`config.mk`:
```
export PLATFORM = sky130hd
export DESIGN_NAME = utf8_stream_decoder_unit
export DESIGN_NICKNAME = d
export VERILOG_FILES = /design/src/hdl/u8d_pkg.sv /design/src/hdl/u8d_decode.sv /design/src/hdl/u8d_result_queue.sv /design/src/hdl/utf8_stream_decoder_unit.sv
export SDC_FILE = /design/constraint.sdc
export NUM_CORES = 1
export LEC_CHECK = 0
export BUFFER_PORTS_ARGS = -buffer_cell sky130_fd_sc_hd__buf_4
export CAP_MARGIN = 0
export CORE_MARGIN = 5
export CORE_UTILIZATION = 57
export CTS_CLUSTER_DIAMETER = 200
export DETAILED_ROUTE_END_ITERATION = 7
export PLACE_DENSITY = 0.78
export SYNTH_ARGS = -nofsm -noshare
export SYNTH_HDL_FRONTEND = slang
export SYNTH_SLANG_ARGS = --single-unit
```
`constraint.sdc`:
```
create_clock -name clk -period 3.88 [get_ports clk]
set_input_delay 0.194 -clock clk [delete_from_list [all_inputs] [get_ports clk]]
set_output_delay 0.194 -clock clk [all_outputs]
set_load 0.005 [all_outputs]
```
`src/hdl/u8d_pkg.sv`:
```
`timescale 1ns / 1ps

package u8d_pkg;

    localparam int CP_WIDTH    = 21;
    localparam int QUEUE_DEPTH = 3;
    localparam int QCOUNT_W    = 2;

    localparam logic [CP_WIDTH-1:0] MIN_LEN1 = 21'h00080;
    localparam logic [CP_WIDTH-1:0] MIN_LEN2 = 21'h00800;
    localparam logic [CP_WIDTH-1:0] MIN_LEN3 = 21'h10000;
    localparam logic [CP_WIDTH-1:0] MAX_LEN1 = 21'h007FF;
    localparam logic [CP_WIDTH-1:0] MAX_LEN2 = 21'h0FFFF;
    localparam logic [CP_WIDTH-1:0] MAX_LEN3 = 21'h10FFFF;

    // One decoded result as it sits in the output queue.
    typedef struct packed {
        logic [CP_WIDTH-1:0] code_point;
        logic                is_error;
        logic                last_of_run;
    } result_t;

    // Sequence state carried from one byte to the next.
    typedef struct packed {
        logic [CP_WIDTH-1:0] partial_value;
        logic [1:0]          bytes_remaining;
        logic [1:0]          sequence_length;
    } seq_state_t;

    // What one byte produces: up to two results, packed from the first slot.
    typedef struct packed {
        logic       push0;
        logic       push1;
        result_t    res0;
        result_t    res1;
        seq_state_t state_next;
    } decode_out_t;

    // Status of the output queue seen by the top level.
    typedef struct packed {
        logic                count_high;
        logic                not_empty;
    } queue_status_t;

endpackage

```
`src/hdl/u8d_decode.sv`:
```
`timescale 1ns / 1ps

module u8d_decode
    import u8d_pkg::*;
(
    input  logic [7:0]  in_byte,
    input  seq_state_t  state,
    output decode_out_t dec
);

    logic                is_cont;
    logic [CP_WIDTH-1:0] acc;
    logic [1:0]          rem_dec;
    logic                range_bad;
    logic                start_emit;
    logic                start_err;
    seq_state_t          start_state;
    seq_state_t          base_state;
    logic                first_emit;
    logic                first_err;
    logic [CP_WIDTH-1:0] first_cp;
    logic                second_emit;
    seq_state_t          nxt_state;

    assign is_cont = (in_byte[7:6] == 2'b10);
    assign acc     = {state.partial_value[CP_WIDTH-7:0], in_byte[5:0]};
    assign rem_dec = state.bytes_remaining - 2'd1;

    always_comb
    begin
        case (state.sequence_length)
            2'd1:    range_bad = (acc < MIN_LEN1) || (acc > MAX_LEN1);
            2'd2:    range_bad = (acc < MIN_LEN2) || (acc > MAX_LEN2);
            2'd3:    range_bad = (acc < MIN_LEN3) || (acc > MAX_LEN3);
            default: range_bad = 1'b1;
        endcase
    end

    // A sequence that is interrupted restarts from a cleared state; otherwise
    // the idle state (already zero) is kept.
    always_comb
    begin
        if (state.bytes_remaining != 2'd0)
        begin
            base_state = '0;
        end
        else
        begin
            base_state = state;
        end
    end

    // Decoding of a byte that starts afresh: with no sequence open, or after an interrupted one.
    always_comb
    begin
        start_emit  = 1'b0;
        start_err   = 1'b0;
        start_state = base_state;
        if (in_byte[7] == 1'b0)
        begin
            start_emit = 1'b1;
        end
        else if (in_byte[7:5] == 3'b110)
        begin
            start_state.partial_value   = {{(CP_WIDTH-5){1'b0}}, in_byte[4:0]};
            start_state.bytes_remaining = 2'd1;
            start_state.sequence_length = 2'd1;
        end
        else if (in_byte[7:4] == 4'b1110)
        begin
            start_state.partial_value   = {{(CP_WIDTH-4){1'b0}}, in_byte[3:0]};
            start_state.bytes_remaining = 2'd2;
            start_state.sequence_length = 2'd2;
        end
        else if (in_byte[7:3] == 5'b11110)
        begin
            start_state.partial_value   = {{(CP_WIDTH-3){1'b0}}, in_byte[2:0]};
            start_state.bytes_remaining = 2'd3;
            start_state.sequence_length = 2'd3;
        end
        else
        begin
            start_emit = 1'b1;
            start_err  = 1'b1;
        end
    end

    always_comb
    begin
        first_emit  = 1'b0;
        first_err   = 1'b0;
        first_cp    = '0;
        second_emit = 1'b0;
        nxt_state   = state;
        if (state.bytes_remaining != 2'd0)
        begin
            if (is_cont)
            begin
                if (rem_dec == 2'd0)
                begin
                    first_emit = 1'b1;
                    first_err  = range_bad;
                    first_cp   = range_bad ? '0 : acc;
                    nxt_state  = '0;
                end
                else
                begin
                    nxt_state.partial_value   = acc;
                    nxt_state.bytes_remaining = rem_dec;
                end
            end
            else
            begin
                // The open sequence is dropped with an error, then the byte
                // is taken again as the start of something new.
                first_emit  = 1'b1;
                first_err   = 1'b1;
                second_emit = start_emit;
                nxt_state   = start_state;
            end
        end
        else
        begin
            first_emit = start_emit;
            first_err  = start_err;
            first_cp   = start_err ? '0 : {{(CP_WIDTH-8){1'b0}}, in_byte};
            nxt_state  = start_state;
        end
    end

    always_comb
    begin
        dec.push0                = first_emit;
        dec.push1                = second_emit;
        dec.res0.code_point      = first_cp;
        dec.res0.is_error        = first_err;
        dec.res0.last_of_run     = !second_emit;
        dec.res1.code_point      = start_err ? '0 : {{(CP_WIDTH-8){1'b0}}, in_byte};
        dec.res1.is_error        = start_err;
        dec.res1.last_of_run     = 1'b1;
        dec.state_next           = nxt_state;
    end

endmodule

```
`src/hdl/u8d_result_queue.sv`:
```
`timescale 1ns / 1ps

module u8d_result_queue
    import u8d_pkg::*;
(
    input  logic          clk,
    input  logic          rst_n,
    input  logic          push0,
    input  logic          push1,
    input  result_t       din0,
    input  result_t       din1,
    input  logic          pop,
    output result_t       head,
    output queue_status_t status
);

    result_t             slot_reg [QUEUE_DEPTH];
    result_t             slot_next [QUEUE_DEPTH];
    logic [QCOUNT_W-1:0] count_reg;
    logic [QCOUNT_W-1:0] count_next;
    logic [QCOUNT_W-1:0] base;

    // Slot zero is always the head; a pop shifts the rest down one place.
    assign base = count_reg - {{(QCOUNT_W-1){1'b0}}, pop};

    always_comb
    begin
        for (int i = 0; i < QUEUE_DEPTH; i++)
        begin
            if (pop && (i < QUEUE_DEPTH - 1))
            begin
                slot_next[i] = slot_reg[i+1];
            end
            else
            begin
                slot_next[i] = slot_reg[i];
            end
            if (push0 && (base == QCOUNT_W'(i)))
            begin
                slot_next[i] = din0;
            end
            if (push1 && ((base + 2'd1) == QCOUNT_W'(i)))
            begin
                slot_next[i] = din1;
            end
        end
    end

    assign count_next = base + {{(QCOUNT_W-1){1'b0}}, push0}
                             + {{(QCOUNT_W-1){1'b0}}, push1};

    always_ff @(posedge clk or negedge rst_n)
    begin
        if (!rst_n)
        begin
            count_reg <= '0;
        end
        else
        begin
            count_reg <= count_next;
        end
    end

    always_ff @(posedge clk)
    begin
        for (int i = 0; i < QUEUE_DEPTH; i++)
        begin
            slot_reg[i] <= slot_next[i];
        end
    end

    assign head              = slot_reg[0];
    assign status.not_empty  = (count_reg != '0);
    assign status.count_high = (count_reg > 2'd1);

    a_no_overflow: assert property (@(posedge clk) disable iff (!rst_n)
        ({1'b0, count_reg} + {2'b0, push0} + {2'b0, push1} - {2'b0, pop}) <= 3'd3)
        else $error("result queue overflow");

    a_push_order: assert property (@(posedge clk) disable iff (!rst_n)
        push1 |-> push0)
        else $error("second result pushed without a first");

    a_no_underflow: assert property (@(posedge clk) disable iff (!rst_n)
        pop |-> (count_reg != '0))
        else $error("result queue popped while empty");

endmodule

```
`src/hdl/utf8_stream_decoder_unit.sv`:
```
`timescale 1ns / 1ps

// Streaming UTF-8 decoder.
// The input channel (in_valid, in_stall, in_byte) takes one raw byte per
// beat. The output channel (out_valid, out_stall, code_point, is_error,
// last_of_run) delivers decoded code points, or an error beat with a zero
// code point. last_of_run marks the final result that a byte causes; a byte
// that only opens or extends a sequence causes no result at all.
// A byte is decoded in the cycle it is accepted and its results are written
// into a three-entry result queue whose head drives the output ports.
// Throughput is one byte per cycle while in_stall is low. A byte that
// interrupts an open sequence and is itself ASCII or an invalid lead gives
// two results; the queue then holds at least two entries and in_stall is
// raised while it drains at one beat per cycle when out_stall is low.
// When the receiver stalls, the head result holds on the output ports and
// the queue fills; once it holds two entries in_stall stays high until the
// receiver takes beats again.
// Reset is asynchronous and active low: the sequence state is cleared, the
// queue is emptied and out_valid falls. No result is lost at reset release.
module utf8_stream_decoder_unit
    import u8d_pkg::*;
(
    input  logic                clk,
    input  logic                rst_n,
    input  logic                in_valid,
    output logic                in_stall,
    input  logic [7:0]          in_byte,
    output logic                out_valid,
    input  logic                out_stall,
    output logic [CP_WIDTH-1:0] code_point,
    output logic                is_error,
    output logic                last_of_run
);

    seq_state_t    state_reg;
    seq_state_t    state_next;
    decode_out_t   dec;
    result_t       head;
    queue_status_t qstat;
    logic          in_accept;
    logic          out_accept;

    // The stall decision looks only at the queue fill, so it never waits on
    // the receiver's stall in the same cycle.
    assign in_stall   = qstat.count_high;
    assign in_accept  = in_valid && !in_stall;
    assign out_valid  = qstat.not_empty;
    assign out_accept = out_valid && !out_stall;

    u8d_decode u_decode (
        .in_byte (in_byte),
        .state   (state_reg),
        .dec     (dec)
    );

    // The sequence state advances only on an accepted beat.
    assign state_next = in_accept ? dec.state_next : state_reg;

    always_ff @(posedge clk or negedge rst_n)
    begin
        if (!rst_n)
        begin
            state_reg <= '0;
        end
        else
        begin
            state_reg <= state_next;
        end
    end

    u8d_result_queue u_queue (
        .clk    (clk),
        .rst_n  (rst_n),
        .push0  (in_accept && dec.push0),
        .push1  (in_accept && dec.push1),
        .din0   (dec.res0),
        .din1   (dec.res1),
        .pop    (out_accept),
        .head   (head),
        .status (qstat)
    );

    assign code_point  = head.code_point;
    assign is_error    = head.is_error;
    assign last_of_run = head.last_of_run;

    // With no sequence open the accumulator and the length are always clear.
    a_idle_clear: assert property (@(posedge clk) disable iff (!rst_n)
        (state_reg.bytes_remaining == 2'd0) |->
        ((state_reg.partial_value == '0) && (state_reg.sequence_length == 2'd0)))
        else $error("idle decoder holds stale sequence state");

    a_remaining_bound: assert property (@(posedge clk) disable iff (!rst_n)
        (state_reg.bytes_remaining != 2'd0) |->
        (state_reg.bytes_remaining <= state_reg.sequence_length))
        else $error("more continuation bytes expected than the sequence has");

    a_stall_follows_fill: assert property (@(posedge clk) disable iff (!rst_n)
        (in_accept && dec.push1) |=> in_stall)
        else $error("two results queued without stalling the input");

endmodule

```
Yosys cells after proc, flatten, opt, wreduce, memory -nomap -nowiden:

Memories as Yosys holds them, arrays and structs flattened.
Index checks and enable logic that the tools add are counted.

* $add $sub $neg: 5
* magnitude comparators: 7
* eq/ne operators: 12
* mux-type cells: 36
* reductions and logical operators: 22

Operators by type and width (number)
* 23-bit 2-to-1 mux: 9
* 25-bit 2-to-1 mux: 7
* 21-bit 2-to-1 mux: 4
* 21-bit by 11-bit > comparator with 1-bit output (second input constant): 1
* 21-bit by 16-bit > comparator with 1-bit output (second input constant): 1
* 21-bit > comparator (second input constant): 1
* 21-bit by 12-bit less-than comparator with 1-bit output (second input constant): 1
* 21-bit by 17-bit less-than comparator with 1-bit output (second input constant): 1
* 21-bit by 8-bit less-than comparator with 1-bit output (second input constant): 1
* 1-bit 2-to-1 mux: 13
* 2-bit == test (second input constant): 5
* 1-bit logical AND: 10
* 8-bit 2-to-1 mux: 1
* 2-bit by 1-bit == test with 1-bit output (second input constant): 3
* 2-bit logical NOT: 3
* 5-bit == test (second input constant): 1
* 2-bit by 1-bit adder with 2-bit output: 2
* 4-bit == test (second input constant): 1
* 2-bit nonzero test: 2
* 3-bit == test (second input constant): 1
* 1-bit logical NOT: 3
* 1-bit logical OR: 3
* 3-bit inequality test (second input constant): 1
* 1-bit case mux with 3 select lines: 1
* other kinds (6): 6

* flip-flop bits (word level): 27
* bits in writable memories: 69
* input port bits: 12
* output and inout port bits: 25
* memories: 1

Memories
* u_queue.slot_reg: depth 3, width 23, read ports 3, clocked after memory_dff 0, write ports 3, RTL line u8d_result_queue.sv:17 `result_t slot_reg [QUEUE_DEPTH];`

Longest topological paths before layout:

* depth after elaboration: 10
* depth in mapped cells: 13
* gate-level depth less buffers: 9

By module:

From an unflattened synthesis, not the netlist that was laid out.

* cells, all modules: 502
* area, all modules: 5933.2 um^2

Modules (own cells, without submodules)
* u8d_result_queue: instances 1, cells each 306, area each 3961.3 um^2, seq. area each 2122.0 um^2
* utf8_stream_decoder_unit: instances 1, cells each 57, area each 1053.5 um^2, seq. area each 625.6 um^2
* u8d_decode: instances 1, cells each 139, area each 918.4 um^2, seq. area each 0.0 um^2

Worst setup path after synthesis:

Ideal clock, no wire load.

* kind: register to register
* start point: register u_queue.count_reg[1]
* end point: memory u_queue.slot_reg[0][31] in the netlist's numbering, data pin
* setup time: 0.261 ns
* arrival time: 3.308 ns
* setup slack: 0.311 ns
* stages on the path, launching flop included: 12
* buffers on the path: 3
* cell sequence: dfrtp_1 > or2_2 > nand2b_1 > buf_2 > clkinv_1 > buf_2 > ha_1 > clkbuf_1 > or4b_2 > a211o_1 > and3_1 > a311o_1

RTL lines
* start: declaration: RTL line u8d_result_queue.sv:19 `logic [QCOUNT_W-1:0] count_reg;`
* start signal: assignment: RTL line u8d_result_queue.sv:60 `count_reg <= count_next;`
* end: declaration: RTL line u8d_result_queue.sv:17

==> results.cfg <==
[drt]
wl_per_cell_um = 18.43
wl_um = 9695
dr.pass1.iters = 5
drtIter0Drc = 263
routed_via_density = 6.186
num_vias = 3254
drc_errors = 0
final_antenna_net_count = 0

[final_layout]
nNetsFinal = 435
n_antenna_cell = 0
design_area_um2 = 4782
drive_above_1_share = 0.1651
synthToLayoutAreaGrowth_pct = 8.241
largest_reg_flops = 69

[floorplanning]
die_width_um = 98.04
dieArea_um2 = 9612
coreArea_um2 = 7647
io-pin-count = 37
start_util = 0.5777
die_y_um = 98.04
rows = 32

[synthesis]
ys_ff_latch = 90
synth_nets = 429
syn_area_um2 = 4418
synth_cells = 413
netlist_top_cells_area = dfxtp_1 19%, edfxtp_1 18%, dfrtp_1 12%
synthFlopType = dfxtp_1
synth-edff-count = 27
async_flop_share = 0.2333
synth_top_area_frac = 0.1903
synth_common_cells = 42 x dfxtp_1, 30 x nand2_1, 27 x edfxtp_1, 27 x mux2i_1, 27 x o2bb2ai_1
ys_types = 60
ys_seq_area_frac = 0.4928
syn_area_per_cell_um2 = 10.70
yosysWarnings = 0
yosysTopAreaCell = dfxtp_1
yosysMostFrequentCell = dfxtp_1

[timing]
hold_viol = 0
worstMarginPinSlew_ps = 997.0
slew_headroom = 0.3353
rsz0062_at_grt = no
timing.final.crit_share = 0.8511
skew_ps = 12.33
finalMaxSlewViolations = 0
period_minus_slack_ps = 3302
fmax_mhz = 302.8
finalSetupTns_ps = 0
finalSetupViolCount = 0

[critical_path]
worstPathArrival_ps = 3330
crit_path_cell_trace = or2_2, nand2b_1, clkinv_1, ha_1, or4b_2, a211oi_1, buf_4, a21oi_1, nand2_1
setup.worst_path.end_class = flop
crit_type = flop to flop
slowest_stage = or4b_2
cp.required_ps = 3910
startpoint_type = flop
critical_path.max_fanout = 11
slowest_delay_ps = 670

[global_routing]
grt_pass1_vias = 3230
grtUsageTotal = 0.2130
grt_start_max_net_pins = 22
antenna_found_initial = 0
grt_pass1_wl_um = 16500
grt-ovfl-total = 0

[cts]
cts_tree = yes
clkSlewWorstSetupHoldPaths_ps = 90
cts_sinks = 90
htreeDepth = 3
clk_latency_ps = 360
cts_root_buf = clkbuf_8
numCtsBuffers = 9
clock_path_buffers = 2

[place]
dpl_cell_area_um2 = 4573
numPortBuffers = 36
dp_hpwl_um = 6622
place_congestion = 0.9643

[min_path]
hold_path_class = input port to flop

[flow_run]
cap_viol_max_count = 0

[power]
power_density_nw_per_um2 = 646.3
ir_worst_vdd_mv = 0.4274
p_leak_nw = 1.953

[outcome]
status = completed
critical path, delay by kind of cell, from the launching register on:
| family | cells | cell delay (ps) |
|---|---|---|
| simple gates | 4 | 1480 |
| fa+ha+maj | 1 | 390 |
| compound gates | 2 | 330 |
| buf+inv | 2 | 300 |
| flops | 1 | 480 |
cells in the final DEF, fill, tap and decap left out, types with 5 or more instances in the layout:
| cell | synthesis | final |
|---|---|---|
| dfxtp_1 | 42 | 42 |
| buf_4 | 23 | 41 |
| nand2_1 | 30 | 30 |
| mux2i_1 | 27 | 27 |
| o2bb2ai_1 | 27 | 27 |
| edfxtp_1 | 27 | 27 |
| a22o_1 | 24 | 24 |
| dfrtp_1 | 21 | 21 |
| nor2_1 | 18 | 18 |
| a22oi_1 | 14 | 14 |
| a21oi_1 | 12 | 12 |
| inv_1 | 11 | 11 |
| o21ai_1 | 11 | 11 |
| and2_1 | 10 | 10 |
| o21ai_0 | 10 | 10 |
| clkbuf_8 | 0 | 10 |
| nand3_1 | 9 | 9 |
| and3_1 | 7 | 7 |
| a211oi_1 | 5 | 5 |
per-stage QoR:
stage | setup slack, ps | util | hold slack, ps | instances | power (mW)
floorplan | 310.5 | - | -101.6 | 413 | 2.159
global placement | 729.1 | 0.5980 | 90.36 | 509 | 2.421
detailed placement | 622.9 | 0.5980 | 93.73 | 509 | 2.449
CTS | 595.9 | 0.6253 | 118.8 | 526 | 3.092
global route | 395.8 | 0.6253 | 140.8 | 526 | 3.286
finish | 577.9 | 0.6253 | 133.8 | 526 | 3.091
timing repair:
action	4_1_cts	5_1_grt
endpoints found under the hold margin	21	0
hold buffers	1	0
setup buffers	0	0
resized for setup	0	0
per-layer routing:
layer / track usage / up-vias / wire, um
met5: 0 / - / 0
met4: 0.06177 / 0 / 88
met3: 0.05786 / 11 / 724
met2: 0.3356 / 139 / 4500
met1: 0.2896 / 1558 / 4382
li1: - / 1546 / -
worst paths after layout:
kind | start | endpoint | cells after the start | slack, ps
worst max register to register | u_queue.count_reg[1] | u_queue.slot_reg[0][31] | 9 | 580
min in group asynchronous | rst_n | state_reg[9] | 2 | 240
worst max-delay path | u_queue.count_reg[1] | u_queue.slot_reg[0][31] | 9 | 580
max in group asynchronous | rst_n | state_reg[10] | 2 | 3410
worst min-delay path | in_byte[1] | state_reg[5] | 3 | 130
worst min register to register | u_queue.slot_reg[0][57] | u_queue.slot_reg[0][57] | 1 | 480
cell families (layout without fill, tap and decap cells):
group	count (synthesis)	in the layout	share of synthesized area
buffers and inverters	60	71	0.07448
AOI/OAI and AO/OA	129	129	0.2240
muxes	28	28	0.06372
and+or+nand+nor	100	100	0.1280
DFF	90	90	0.4928
xor gates and xnor gates	2	2	0.003966
adders and majority gates	4	4	0.01303
area by class of cell:
| cell class | instances | area [um2] |
|---|---|---|
| clock buffers | 12 | 146.4 |
| clock inverters | 4 | 52.55 |
| multi-input cells | 263 | 1912 |
| inverters | 13 | 48.80 |
| fillers | 633 | 2865 |
| flip-flops and latches | 90 | 2177 |
| well taps | 102 | 127.6 |
| repair buffers | 42 | 317.8 |
report_power, final:
part           switching (mW)  internal, mW  total, mW
Combinational           0.646         0.433       1.08
Clock                   0.325         0.320      0.645
Sequential              0.149          1.22       1.37
Total                    1.12          1.97       3.09
No activity file was read; power rests on OpenSTA's default activity.
